`config.mk`:
```
export PLATFORM = sky130hd
export DESIGN_NAME = double_ended_queue
export DESIGN_NICKNAME = d
export VERILOG_FILES = /design/src/rtl/core/dq_pkg.sv /design/src/rtl/core/double_ended_queue.sv /design/src/rtl/core/dq_cell.sv
export SDC_FILE = /design/constraint.sdc
export NUM_CORES = 1
export LEC_CHECK = 0
export ABC_AREA = 1
export ABC_CLOCK_PERIOD_IN_PS = 5800
export BUFFER_PORTS_ARGS = -buffer_cell sky130_fd_sc_hd__buf_2
export CAP_MARGIN = 30
export CORE_ASPECT_RATIO = 2
export CORE_MARGIN = 1
export CORE_UTILIZATION = 37
export CTS_CLUSTER_SIZE = 24
export DETAILED_ROUTE_END_ITERATION = 10
export SYNTH_ARGS = -nofsm -noshare
export SYNTH_HDL_FRONTEND = slang
export SYNTH_SLANG_ARGS = --single-unit
```
`constraint.sdc`:
```
create_clock -name clk -period 5.8 [get_ports clk]
set_input_delay 0.58 -clock clk [delete_from_list [all_inputs] [get_ports clk]]
set_output_delay 0.58 -clock clk [all_outputs]
set_load 0.01 [all_outputs]
```
`src/rtl/core/dq_pkg.sv`:
```
// Shared types and constants for the double-ended queue.
package dq_pkg;

	localparam int DEPTH = 16;
	localparam int CNT_W = $clog2(DEPTH + 1);

	localparam logic [2:0] MODE_PUSH_BACK  = 3'd0;
	localparam logic [2:0] MODE_PUSH_FRONT = 3'd1;
	localparam logic [2:0] MODE_POP_BACK   = 3'd2;
	localparam logic [2:0] MODE_POP_FRONT  = 3'd3;

	localparam logic [1:0] ST_OK        = 2'd0;
	localparam logic [1:0] ST_POP_EMPTY = 2'd1;
	localparam logic [1:0] ST_PUSH_FULL = 2'd2;

	typedef enum logic [2:0] {
		CELL_HOLD,
		CELL_PUSH_FRONT,
		CELL_PUSH_BACK,
		CELL_POP_FRONT,
		CELL_POP_BACK
	} cell_op_t;

	typedef struct packed {
		cell_op_t           op;
		logic signed [31:0] value;
	} cell_cmd_t;

	typedef struct packed {
		logic [2:0]         mode;
		logic signed [31:0] value;
	} req_t;

	typedef struct packed {
		logic signed [31:0] front_value;
		logic signed [31:0] back_value;
		logic [4:0]         count;
		logic               is_empty;
		logic               is_full;
		logic [1:0]         status;
	} rsp_t;

endpackage

```
`src/rtl/core/double_ended_queue.sv`:
```
// Top level of the double-ended queue: cell chain, count and result register.
//
// Usage:
//   Request channel (req_valid/req_stall/req): one transaction carries a mode
//   (push back, push front, pop back, pop front, query) and a signed value.
//   Response channel (rsp_valid/rsp_stall/rsp): exactly one transaction per
//   request, in order, with front and back values (-1 when empty), count,
//   empty and full flags and a status (ok, pop on empty, push on full).
//   Storage is a row of DEPTH cells; the front sits in the first cell and
//   pushes and pops at the front shift the whole row by one place.
//   A taken request sets pend_s1; the result register then loads from it.
//   Throughput: one request per cycle while rsp_stall is low, set by the
//   registered cell update followed by one result register stage.
//   Reset: arst_n empties the queue; no response is pending afterwards.
//   Stall: while rsp_stall holds a response, one more request is taken and
//   parked; req_stall then rises until the response register frees up.
module double_ended_queue (
	input  logic          clk,
	input  logic          arst_n,
	input  logic          req_valid,
	output logic          req_stall,
	input  dq_pkg::req_t  req,
	output logic          rsp_valid,
	input  logic          rsp_stall,
	output dq_pkg::rsp_t  rsp
);
	import dq_pkg::*;

	logic signed [31:0] cell_data [DEPTH];
	logic [DEPTH-1:0]   cell_valid;
	logic [DEPTH:0]     valid_ext;
	cell_cmd_t          cmd;
	logic [CNT_W-1:0]   cnt_q;
	logic               req_acc;
	logic               full;
	logic               empty;
	logic [1:0]         status;
	logic               pend_s1;
	logic [1:0]         status_s1;
	logic               rsp_load;
	logic signed [31:0] back_sel;
	rsp_t               rsp_q;
	logic               rsp_valid_q;

	assign valid_ext = {1'b0, cell_valid};
	assign full      = (cnt_q == CNT_W'(DEPTH));
	assign empty     = (cnt_q == '0);
	assign rsp_load  = pend_s1 && (!rsp_valid_q || !rsp_stall);
	assign req_stall = pend_s1 && !rsp_load;
	assign req_acc   = req_valid && !req_stall;

	always_comb begin
		cmd.op    = CELL_HOLD;
		cmd.value = req.value;
		status    = ST_OK;
		case (req.mode)
			MODE_PUSH_BACK: begin
				if (full)
					status = ST_PUSH_FULL;
				else
					cmd.op = CELL_PUSH_BACK;
			end
			MODE_PUSH_FRONT: begin
				if (full)
					status = ST_PUSH_FULL;
				else
					cmd.op = CELL_PUSH_FRONT;
			end
			MODE_POP_BACK: begin
				if (empty)
					status = ST_POP_EMPTY;
				else
					cmd.op = CELL_POP_BACK;
			end
			MODE_POP_FRONT: begin
				if (empty)
					status = ST_POP_EMPTY;
				else
					cmd.op = CELL_POP_FRONT;
			end
			default: ;
		endcase
		if (!req_acc)
			cmd.op = CELL_HOLD;
	end

	for (genvar i = 0; i < DEPTH; i++) begin : g_cell
		logic signed [31:0] l_data;
		logic               l_valid;
		logic signed [31:0] r_data;

		if (i == 0) begin : g_first
			assign l_data  = req.value;
			assign l_valid = 1'b1;
		end else begin : g_mid
			assign l_data  = cell_data[i-1];
			assign l_valid = cell_valid[i-1];
		end

		if (i == DEPTH - 1) begin : g_last
			assign r_data = '0;
		end else begin : g_inner
			assign r_data = cell_data[i+1];
		end

		dq_cell u_cell (
			.clk         (clk),
			.arst_n      (arst_n),
			.cmd         (cmd),
			.left_data   (l_data),
			.left_valid  (l_valid),
			.right_data  (r_data),
			.right_valid (valid_ext[i+1]),
			.data_q      (cell_data[i]),
			.valid_q     (cell_valid[i])
		);
	end

	always_ff @(posedge clk or negedge arst_n) begin
		if (!arst_n) begin
			cnt_q <= '0;
		end else begin
			case (cmd.op)
				CELL_PUSH_FRONT, CELL_PUSH_BACK: cnt_q <= cnt_q + CNT_W'(1);
				CELL_POP_FRONT, CELL_POP_BACK:   cnt_q <= cnt_q - CNT_W'(1);
				default: ;
			endcase
		end
	end

	always_ff @(posedge clk or negedge arst_n) begin
		if (!arst_n) begin
			pend_s1 <= 1'b0;
		end else if (req_acc) begin
			pend_s1 <= 1'b1;
		end else if (rsp_load) begin
			pend_s1 <= 1'b0;
		end
	end

	always_ff @(posedge clk) begin
		if (req_acc)
			status_s1 <= status;
	end

	// last occupied cell holds the back value
	always_comb begin
		back_sel = '0;
		for (int i = 0; i < DEPTH; i++) begin
			if (valid_ext[i] && !valid_ext[i+1])
				back_sel = back_sel | cell_data[i];
		end
	end

	always_ff @(posedge clk or negedge arst_n) begin
		if (!arst_n) begin
			rsp_valid_q <= 1'b0;
		end else if (rsp_load) begin
			rsp_valid_q <= 1'b1;
		end else if (!rsp_stall) begin
			rsp_valid_q <= 1'b0;
		end
	end

	always_ff @(posedge clk) begin
		if (rsp_load) begin
			rsp_q.front_value <= empty ? -32'sd1 : cell_data[0];
			rsp_q.back_value  <= empty ? -32'sd1 : back_sel;
			rsp_q.count       <= 5'(cnt_q);
			rsp_q.is_empty    <= empty;
			rsp_q.is_full     <= full;
			rsp_q.status      <= status_s1;
		end
	end

	assign rsp_valid = rsp_valid_q;
	assign rsp       = rsp_q;

	a_cnt_matches_cells: assert property (@(posedge clk) disable iff (!arst_n)
		$countones(cell_valid) == int'(cnt_q))
		else $error("count does not match occupied cells");

	a_cells_packed: assert property (@(posedge clk) disable iff (!arst_n)
		((cell_valid + DEPTH'(1)) & cell_valid) == '0)
		else $error("occupied cells not packed at the front");

	a_pop_empty_holds: assert property (@(posedge clk) disable iff (!arst_n)
		req_acc && empty && (req.mode == MODE_POP_BACK || req.mode == MODE_POP_FRONT)
		|=> $stable(cell_valid) && $stable(cnt_q))
		else $error("pop on empty changed the queue");

	a_push_back_grows: assert property (@(posedge clk) disable iff (!arst_n)
		req_acc && !full && req.mode == MODE_PUSH_BACK
		|=> cnt_q == $past(cnt_q) + CNT_W'(1))
		else $error("push back did not grow the queue");

endmodule

```
`src/rtl/core/dq_cell.sv`:
```
// One storage cell of the queue chain; shifts data with its neighbors.
module dq_cell (
	input  logic                     clk,
	input  logic                     arst_n,
	input  dq_pkg::cell_cmd_t        cmd,
	input  logic signed [31:0]       left_data,
	input  logic                     left_valid,
	input  logic signed [31:0]       right_data,
	input  logic                     right_valid,
	output logic signed [31:0]       data_q,
	output logic                     valid_q
);
	import dq_pkg::*;

	always_ff @(posedge clk or negedge arst_n) begin
		if (!arst_n) begin
			valid_q <= 1'b0;
		end else begin
			case (cmd.op)
				CELL_PUSH_FRONT: valid_q <= left_valid;
				CELL_PUSH_BACK: begin
					if (!valid_q && left_valid)
						valid_q <= 1'b1;
				end
				CELL_POP_FRONT: valid_q <= right_valid;
				CELL_POP_BACK: begin
					if (valid_q && !right_valid)
						valid_q <= 1'b0;
				end
				default: ;
			endcase
		end
	end

	always_ff @(posedge clk) begin
		case (cmd.op)
			CELL_PUSH_FRONT: data_q <= left_data;
			CELL_PUSH_BACK: begin
				if (!valid_q && left_valid)
					data_q <= cmd.value;
			end
			CELL_POP_FRONT: data_q <= right_data;
			default: ;
		endcase
	end

endmodule
```
==> results.tsv, run 1 <==
stage	metric	value	unit
power	power_density	408.5	nW/um2
cts	insertion_delay	630	ps
yosys	ys_ff_latch	610	
sta	fin_tns_setup	0	ps
sta	max_freq	266.3	MHz
power	power	0.01342	W
cts	root_buffer	clkbuf_16	
yosys	async_flop_share	3.770	%
yosys	avgSynthCellArea	11.47	um2
routing	routed_wl	102.5	mm
yosys	yosysSeqAreaShare	61.00	%
routing	num_vias	23190	
yosys	ys_top_cells_by_area	edfxtp_1, o221ai_1, inv_1	
cts	cts_buffer_depth	3	
worst_setup_path	cp-end-kind	register	
yosys	synth.cell_area	29840	um2
cts	cts_tree	done	
hold_path	hp-start	rsp_stall	
hold_path	min_path_cells	3	
routing	first_pass_iters	6	
routing	wire_per_inst	27.65	um
yosys	synth_common_cells	edfxtp_1, inv_1, o221ai_1	
yosys	yosysMostFrequentCell	edfxtp_1	
finish	nNetsFinal	2662	
yosys	synth.yosys.warnings	0	
sta	hold_viol	0	
cts	htreeDepth	2	
worst_setup_path	cp.arrival	4040	ps
die	start_util	37.30	%
hold_path	whs_endpoint	rsp_valid	
grt	grt_pass1_vias	23220	
grt	grt_pass1_wl	150.8	mm
grt	antenna_found_initial	2	
cts	clock_sinks	610	
cts	cts_setup_buffers	0	
sta	holdWs	214.4	ps
cts	clkSlewWorstSetupHoldPaths	70	ps
finish	drive_gt1_share	11.98	%
sta	rsz0062_at_grt	false	
yosys	synth-main-ff-cell	edfxtp_1	
worst_setup_path	crit_fanout	31	
grt	grt.overflow.total	0	
yosys	synth_fp_nets	2644	
placement	io_buffers	113	
yosys	synth_edf_count	587	
worst_setup_path	critical_path_class	reg -> reg	
yosys	yosysTopAreaCellShare	59.07	%
grt	grt_max_degree	240	
die	num_rows	147	
die	die_x	202.8	um
sta	final.setup_skew	26.92	ps
worst_setup_path	r2r_end	g_cell[3].u_cell.data_q[5]	
sta	finalCritPeriodShare	64.74	%
worst_setup_path	cp.required	6090	ps
worst_setup_path	r2r_cells	9	
cts	cts_buffers	53	
placement	gp_congestion	0.8848	
sta	setup-violations-final	0	
sta	slew_headroom	29.50	%
grt	grt_usage	24.76	%
hold_path	hp-class	in -> reg	
power	ir_drop	365.0	uV
routing	post_drt_via_cell_ratio	6.258	
worst_setup_path	reg2reg_from	cnt_q[1]	
sta	tightestPinTransition	1055	ps
run	cap_violations	0	
outcome	outcome	finished clean	
die	dieArea	81860	um2
sta	finalMaxSlewViolations	0	
die	die_height	403.6	um
yosys	yosysUniqueCellTypes	42	
yosys	yosys.area.top_type	edfxtp_1	
die	ios	114	
routing	drt_iter0_drc	2492	
yosys	synthCells	2601	
worst_setup_path	r2r_setup_slack	2050	ps
die	core_area	80010	um2
finish	area_delta_synth_final	10.06	%
placement	dp_hpwl	61.71	mm
routing	ant_nets	0	
worst_setup_path	start_kind	register	
sta	period_minus_slack	3755	ps
routing	drc_errors	0	
power	leakage	12.92	nW
==> state kept, by name (all words and copies together), names as in the netlist <==
signal,count
g_cell.u_cell.data_q,512
rsp,73
g_cell.u_cell.valid_q,16
cnt_q,5
status_s1,2
pend_s1,1
rsp_valid,1
==> metal layers <==
layer  share of wire [%]  track usage [%]  up-vias
li1                    -                -     9903
met1                  35            28.47    11380
met5               0.022                0        -
met2                  48            41.50     1441
met4                 8.6            18.31        4
met3                 8.6            3.862      465
==> kinds of logic (layout without fill, tap and decap cells) <==
family	after synthesis	in the layout	share of synthesized area, %
AOI/OAI and AO/OA	841	841	21.10
buffers and inverters	743	804	10.97
DFF	610	610	61.00
and+or+nand+nor	400	400	6.654
adders and majority gates	4	4	0.1929
xor gates and xnor gates	3	3	0.08807
other	0	1	0
==> stage by stage <==
step                      cell area (um2)  setup WS [ps]  cells  utilization, %
after floorplan                     29840           1511   2601               -
after global placement              30940           2005   3601           38.68
after detailed placement            31030           2044   3605           38.79
after CTS                           32810           2051   3704           41.01
after global routing                32840           1961   3705           41.05
final                               32840           2045   3706           41.05
==> worst max path at each step <==
stage	slack, ps	depth (start not counted)	start	to
after floorplan	1510	3	rsp_stall	rsp[0]
after global placement	2010	10	rsp_stall	g_cell[1].u_cell.data_q[12]
after detailed placement	2040	11	rsp_stall	g_cell[2].u_cell.data_q[12]
after CTS	2050	9	cnt_q[1]	g_cell[2].u_cell.data_q[5]
after global routing	1960	15	cnt_q[0]	cnt_q[4]
final	2050	9	cnt_q[1]	g_cell[3].u_cell.data_q[5]
==> where the power goes <==
part           total [W]  internal (W)  switching (W)  leakage, nW
combinational    0.00407       0.00109        0.00298         6.42
clock            0.00376       0.00203        0.00172        0.864
sequential       0.00559       0.00540       0.000193         5.64
total             0.0134       0.00852        0.00490         12.9
==> timing repair <==
action                    4_1_cts  5_1_grt
hold endpoints to repair       23        0
hold buffers                    1        0
gates resized for setup         0        0
==> layout make-up <==
cell class | count | area (um2)
Antenna cell | 1 | 2.502
Fill cell | 7584 | 47160
Clock buffer | 63 | 1385
Inverter | 538 | 2032
Timing Repair Buffer | 168 | 1099
Sequential cell | 610 | 18200
Multi-Input combinational cell | 1248 | 8434
Tap cell | 1043 | 1305
Clock inverter | 35 | 384.1
==> worst max-delay path, stage by stage, from the launching register on <==
cell and delay [ps]:
dfrtp_1 450, nor2_2 210, nand3_2 90, buf_4 270, nand3_2 160, nand2_4 70
nor2_8 680, nand2_1 240, nand2_2 790, buf_4 420
==> placed cells by master, fill, tap and decap left out, types with 2 or more instances in the layout <==
master | netlist | final
a21oi_1 | 22 | 22
o21ai_1 | 37 | 37
edfxtp_1 | 587 | 587
a221oi_1 | 26 | 26
inv_2 | 3 | 3
clkinvlp_4 | 0 | 3
clkinv_2 | 0 | 13
o221ai_1 | 440 | 440
nor2_1 | 39 | 38
nand3_2 | 4 | 4
ha_1 | 3 | 3
o22ai_1 | 186 | 186
nand2_4 | 34 | 36
a211oi_1 | 18 | 18
clkbuf_16 | 0 | 54
nor3_1 | 33 | 33
nand2_1 | 223 | 207
clkinv_8 | 0 | 2
buf_2 | 109 | 113
nor4_1 | 14 | 14
nor2_8 | 2 | 2
clkinv_1 | 5 | 14
buf_12 | 3 | 4
nand2_2 | 6 | 20
o211ai_1 | 20 | 20
xor2_1 | 2 | 2
clkbuf_1 | 43 | 9
bufinv_16 | 0 | 7
inv_1 | 529 | 529
buf_4 | 3 | 46
o21ai_0 | 88 | 87
nand3_1 | 40 | 40
buf_16 | 0 | 3
nor2_4 | 1 | 2
dfrtp_1 | 23 | 23
No activity file was read; power rests on OpenSTA's default activity.
==> run 2, diff against run 1 <==
--- a/config.mk
+++ b/config.mk
@@ -6,7 +6,7 @@
 export NUM_CORES = 1
 export LEC_CHECK = 0
 export ABC_AREA = 1
-export ABC_CLOCK_PERIOD_IN_PS = 5800
+export ABC_CLOCK_PERIOD_IN_PS = 3620
 export BUFFER_PORTS_ARGS = -buffer_cell sky130_fd_sc_hd__buf_2
 export CAP_MARGIN = 30
 export CORE_ASPECT_RATIO = 2
==> constraint.sdc (replaced) <==
create_clock -name clk -period 3.62 [get_ports clk]
set_input_delay 0.362 -clock clk [delete_from_list [all_inputs] [get_ports clk]]
set_output_delay 0.362 -clock clk [all_outputs]
set_load 0.01 [all_outputs]
==> results.tsv, run 2 (synthesis gave the netlist of run 1 again) <==
stage	metric	value	unit	change
grt	grt_max_degree	167		was 240
grt	grt_usage	24.54	%	was 24.76%
sta	period_minus_slack	2850	ps	was 3755 ps
finish	fillers	7461		was 7584
sta	fin_tns_setup	0	ps	unchanged
cts	clock_sinks	610		unchanged
finish	final_common_cell	edfxtp_1		unchanged
die	num_rows	147		unchanged
power	power_density	650.0	nW/um2	was 408.5 nW/um2
worst_setup_path	crit_fanout	25		was 31
grt	grt.overflow.total	0		unchanged
sta	final.setup_skew	38.19	ps	was 26.92 ps
finish	nNetsFinal	2695		was 2662
finish	fin_util	41.54	%	was 41.05%
run	cap_violations	0		unchanged
worst_setup_path	critical_path_class	reg -> reg		unchanged
worst_setup_path	cpMostUsedCell	nand2_1		
worst_setup_path	cp-end-kind	register		unchanged
worst_setup_path	crit_chain	nor2_2 > nand3_2 > nand2_1 > nand2_2 > nand3_4 > nand2_4 > ha_1 > inv_1 > o21bai_1 > a31oi_1 > inv_1 > nand2_1 > nand3_1 > nand2_1 > nand2_1		was nor2_2 > nand3_2 > buf_4 > nand3_2 > nand2_4 > nor2_8 > nand2_1 > nand2_2 > buf_4
routing	post_drt_via_cell_ratio	6.190		was 6.258
die	dieArea	81860	um2	unchanged
cts	clkSlewWorstSetupHoldPaths	60	ps	was 70 ps
power	leakage	13.10	nW	was 12.92 nW
hold_path	hp-class	in -> reg		unchanged
finish	final-instance-count-excl-fill	3739		was 3706
routing	routed_wl	102.2	mm	was 102.5 mm
finish	largest_register	g_cell.u_cell.data_q		unchanged
finish	largest_register_ffs	512		unchanged
sta	hold_viol	0		unchanged
sta	slew_headroom	33.41	%	was 29.50%
die	start_util	37.30	%	unchanged
sta	finalCritPeriodShare	78.74	%	was 64.74%
die	die_height	403.6	um	unchanged
routing	num_vias	23150		was 23190
cts	insertion_delay	630	ps	about the same
placement	io_buffers	113		unchanged
grt	grt_pass1_vias	23180		was 23220
placement	gp_congestion	0.8756		was 0.8848
sta	tightestPinTransition	998.7	ps	was 1055 ps
worst_setup_path	start_kind	register		unchanged
finish	area_delta_synth_final	11.38	%	was 10.06%
cts	root_buffer	clkbuf_16		unchanged
outcome	violations	design-rule violations		
placement	dp_hpwl	63.28	mm	was 61.71 mm
worst_setup_path	cp_slowest_stage_delay	460	ps	was 790 ps
cts	htreeDepth	2		unchanged
die	core_area	80010	um2	unchanged
routing	ant_nets	0		unchanged
finish	drive_gt1_share	12.81	%	was 11.98%
cts	cts_buffers	52		was 53
routing	drt_iter0_drc	3272		was 2492
routing	first_pass_iters	9		was 6
worst_setup_path	slowest_stage	dfrtp_1		was nand2_2
sta	max_freq	350.9	MHz	was 266.3 MHz
cts	cts_resized	0		unchanged
placement	post-place-cells	3639		was 3605
cts	cts_buffer_depth	3		unchanged
sta	rsz0062_at_grt	false		unchanged
cts	cts_tree	done		unchanged
worst_setup_path	cp.required	4110	ps	was 6090 ps
power	ir_drop	448.9	uV	was 365.0 uV
routing	wire_per_inst	27.32	um	was 27.65 um
outcome	outcome	finished, violations left		was finished clean
die	die_x	202.8	um	unchanged
finish	final_cell_mix	edfxtp_1, inv_1, o221ai_1		unchanged
cts	cts_setup_buffers	0		unchanged
sta	finalMaxSlewViolations	0		unchanged
worst_setup_path	cp.arrival	3340	ps	was 4040 ps
die	ios	114		unchanged
grt	antenna_found_initial	2		unchanged
grt	grt_pass1_wl	150.1	mm	was 150.8 mm
sta	setup-violations-final	0		unchanged
routing	drc_errors	4		was 0
## run 2: cell count changes in the layout (fill, tap and decap cells not counted), moves of 2 or more
| cell | previous run | this run |
|---|---|---|
| buf_12 | 4 | 23 |
| buf_16 | 3 | 0 |
| clkinv_2 | 13 | 8 |
| bufinv_16 | 7 | 9 |
| clkbuf_16 | 54 | 52 |
| clkbuf_1 | 9 | 12 |
| nand2_4 | 36 | 34 |
| buf_4 | 46 | 64 |
## run 2: what timing repair did
action / 4_1_cts / 5_1_grt
setup endpoints to repair: 0 / 0
hold buffers: 2 / 0
endpoints found under the hold margin: 24 / 0
## run 2: final cells by class
cell class	instances	area [um2]	share of cell area (%)
Tap cell	1043	1305	3.927
Antenna cell	2	5.005	0.01506
Clock inverter	32	396.6	1.193
Sequential cell	610	18200	54.77
Inverter	538	2032	6.114
Multi-Input combinational cell	1248	8422	25.34
Timing Repair Buffer	202	1526	4.593
Clock buffer	64	1346	4.051
## run 2: per-layer routing
metal	up-vias	global-route usage, %	share of wire [%]
li1	9960	-	-
met2	1386	41.85	49
met3	357	3.354	8.6
met5	-	0	0.013
met1	11440	29.17	35
met4	2	14.97	6.6
## run 2: per-stage QoR
stage | power [W] | cell area, um2 | setup WS [ps] | hold slack [ps]
after detailed placement | 0.01558 | 31470 | 814.6 | 407.0
after global routing | 0.02215 | 33230 | 494.8 | 35.79
after floorplan | 0.01249 | 29840 | 770.6 | 66.41
after CTS | 0.02152 | 33230 | 806.0 | 19.86
after global placement | 0.01551 | 31450 | 826.3 | 403.5
final | 0.02160 | 33240 | 769.8 | 37.26
## run 2: critical path, delay by kind of cell (launching register included)
family | cells | cell delay [ps]
and+or+nand+nor | 10 | 1370
buffers and inverters | 2 | 170
AOI/OAI and AO/OA | 2 | 350
DFF | 1 | 460
adders and majority gates | 1 | 370
## run 2: path summary, 6_finish.rpt
check                             start                         to  slack, ps  cells past startpoint
min in group asynchronous        arst_n   g_cell[5].u_cell.valid_q        340                      2
min reg2reg                status_s1[1]                     rsp[1]        420                      0
min                           req_valid                    pend_s1         40                      3
max reg2reg                    cnt_q[1]                   cnt_q[4]        770                     15
max                            cnt_q[1]                   cnt_q[4]        770                     15
max in group asynchronous        arst_n  g_cell[10].u_cell.valid_q       2800                      2
## run 2: report_power, final
part,internal [W],switching (W)
Sequential,0.00865,0.000292
Clock,0.00329,0.00269
Combinational,0.00187,0.00480
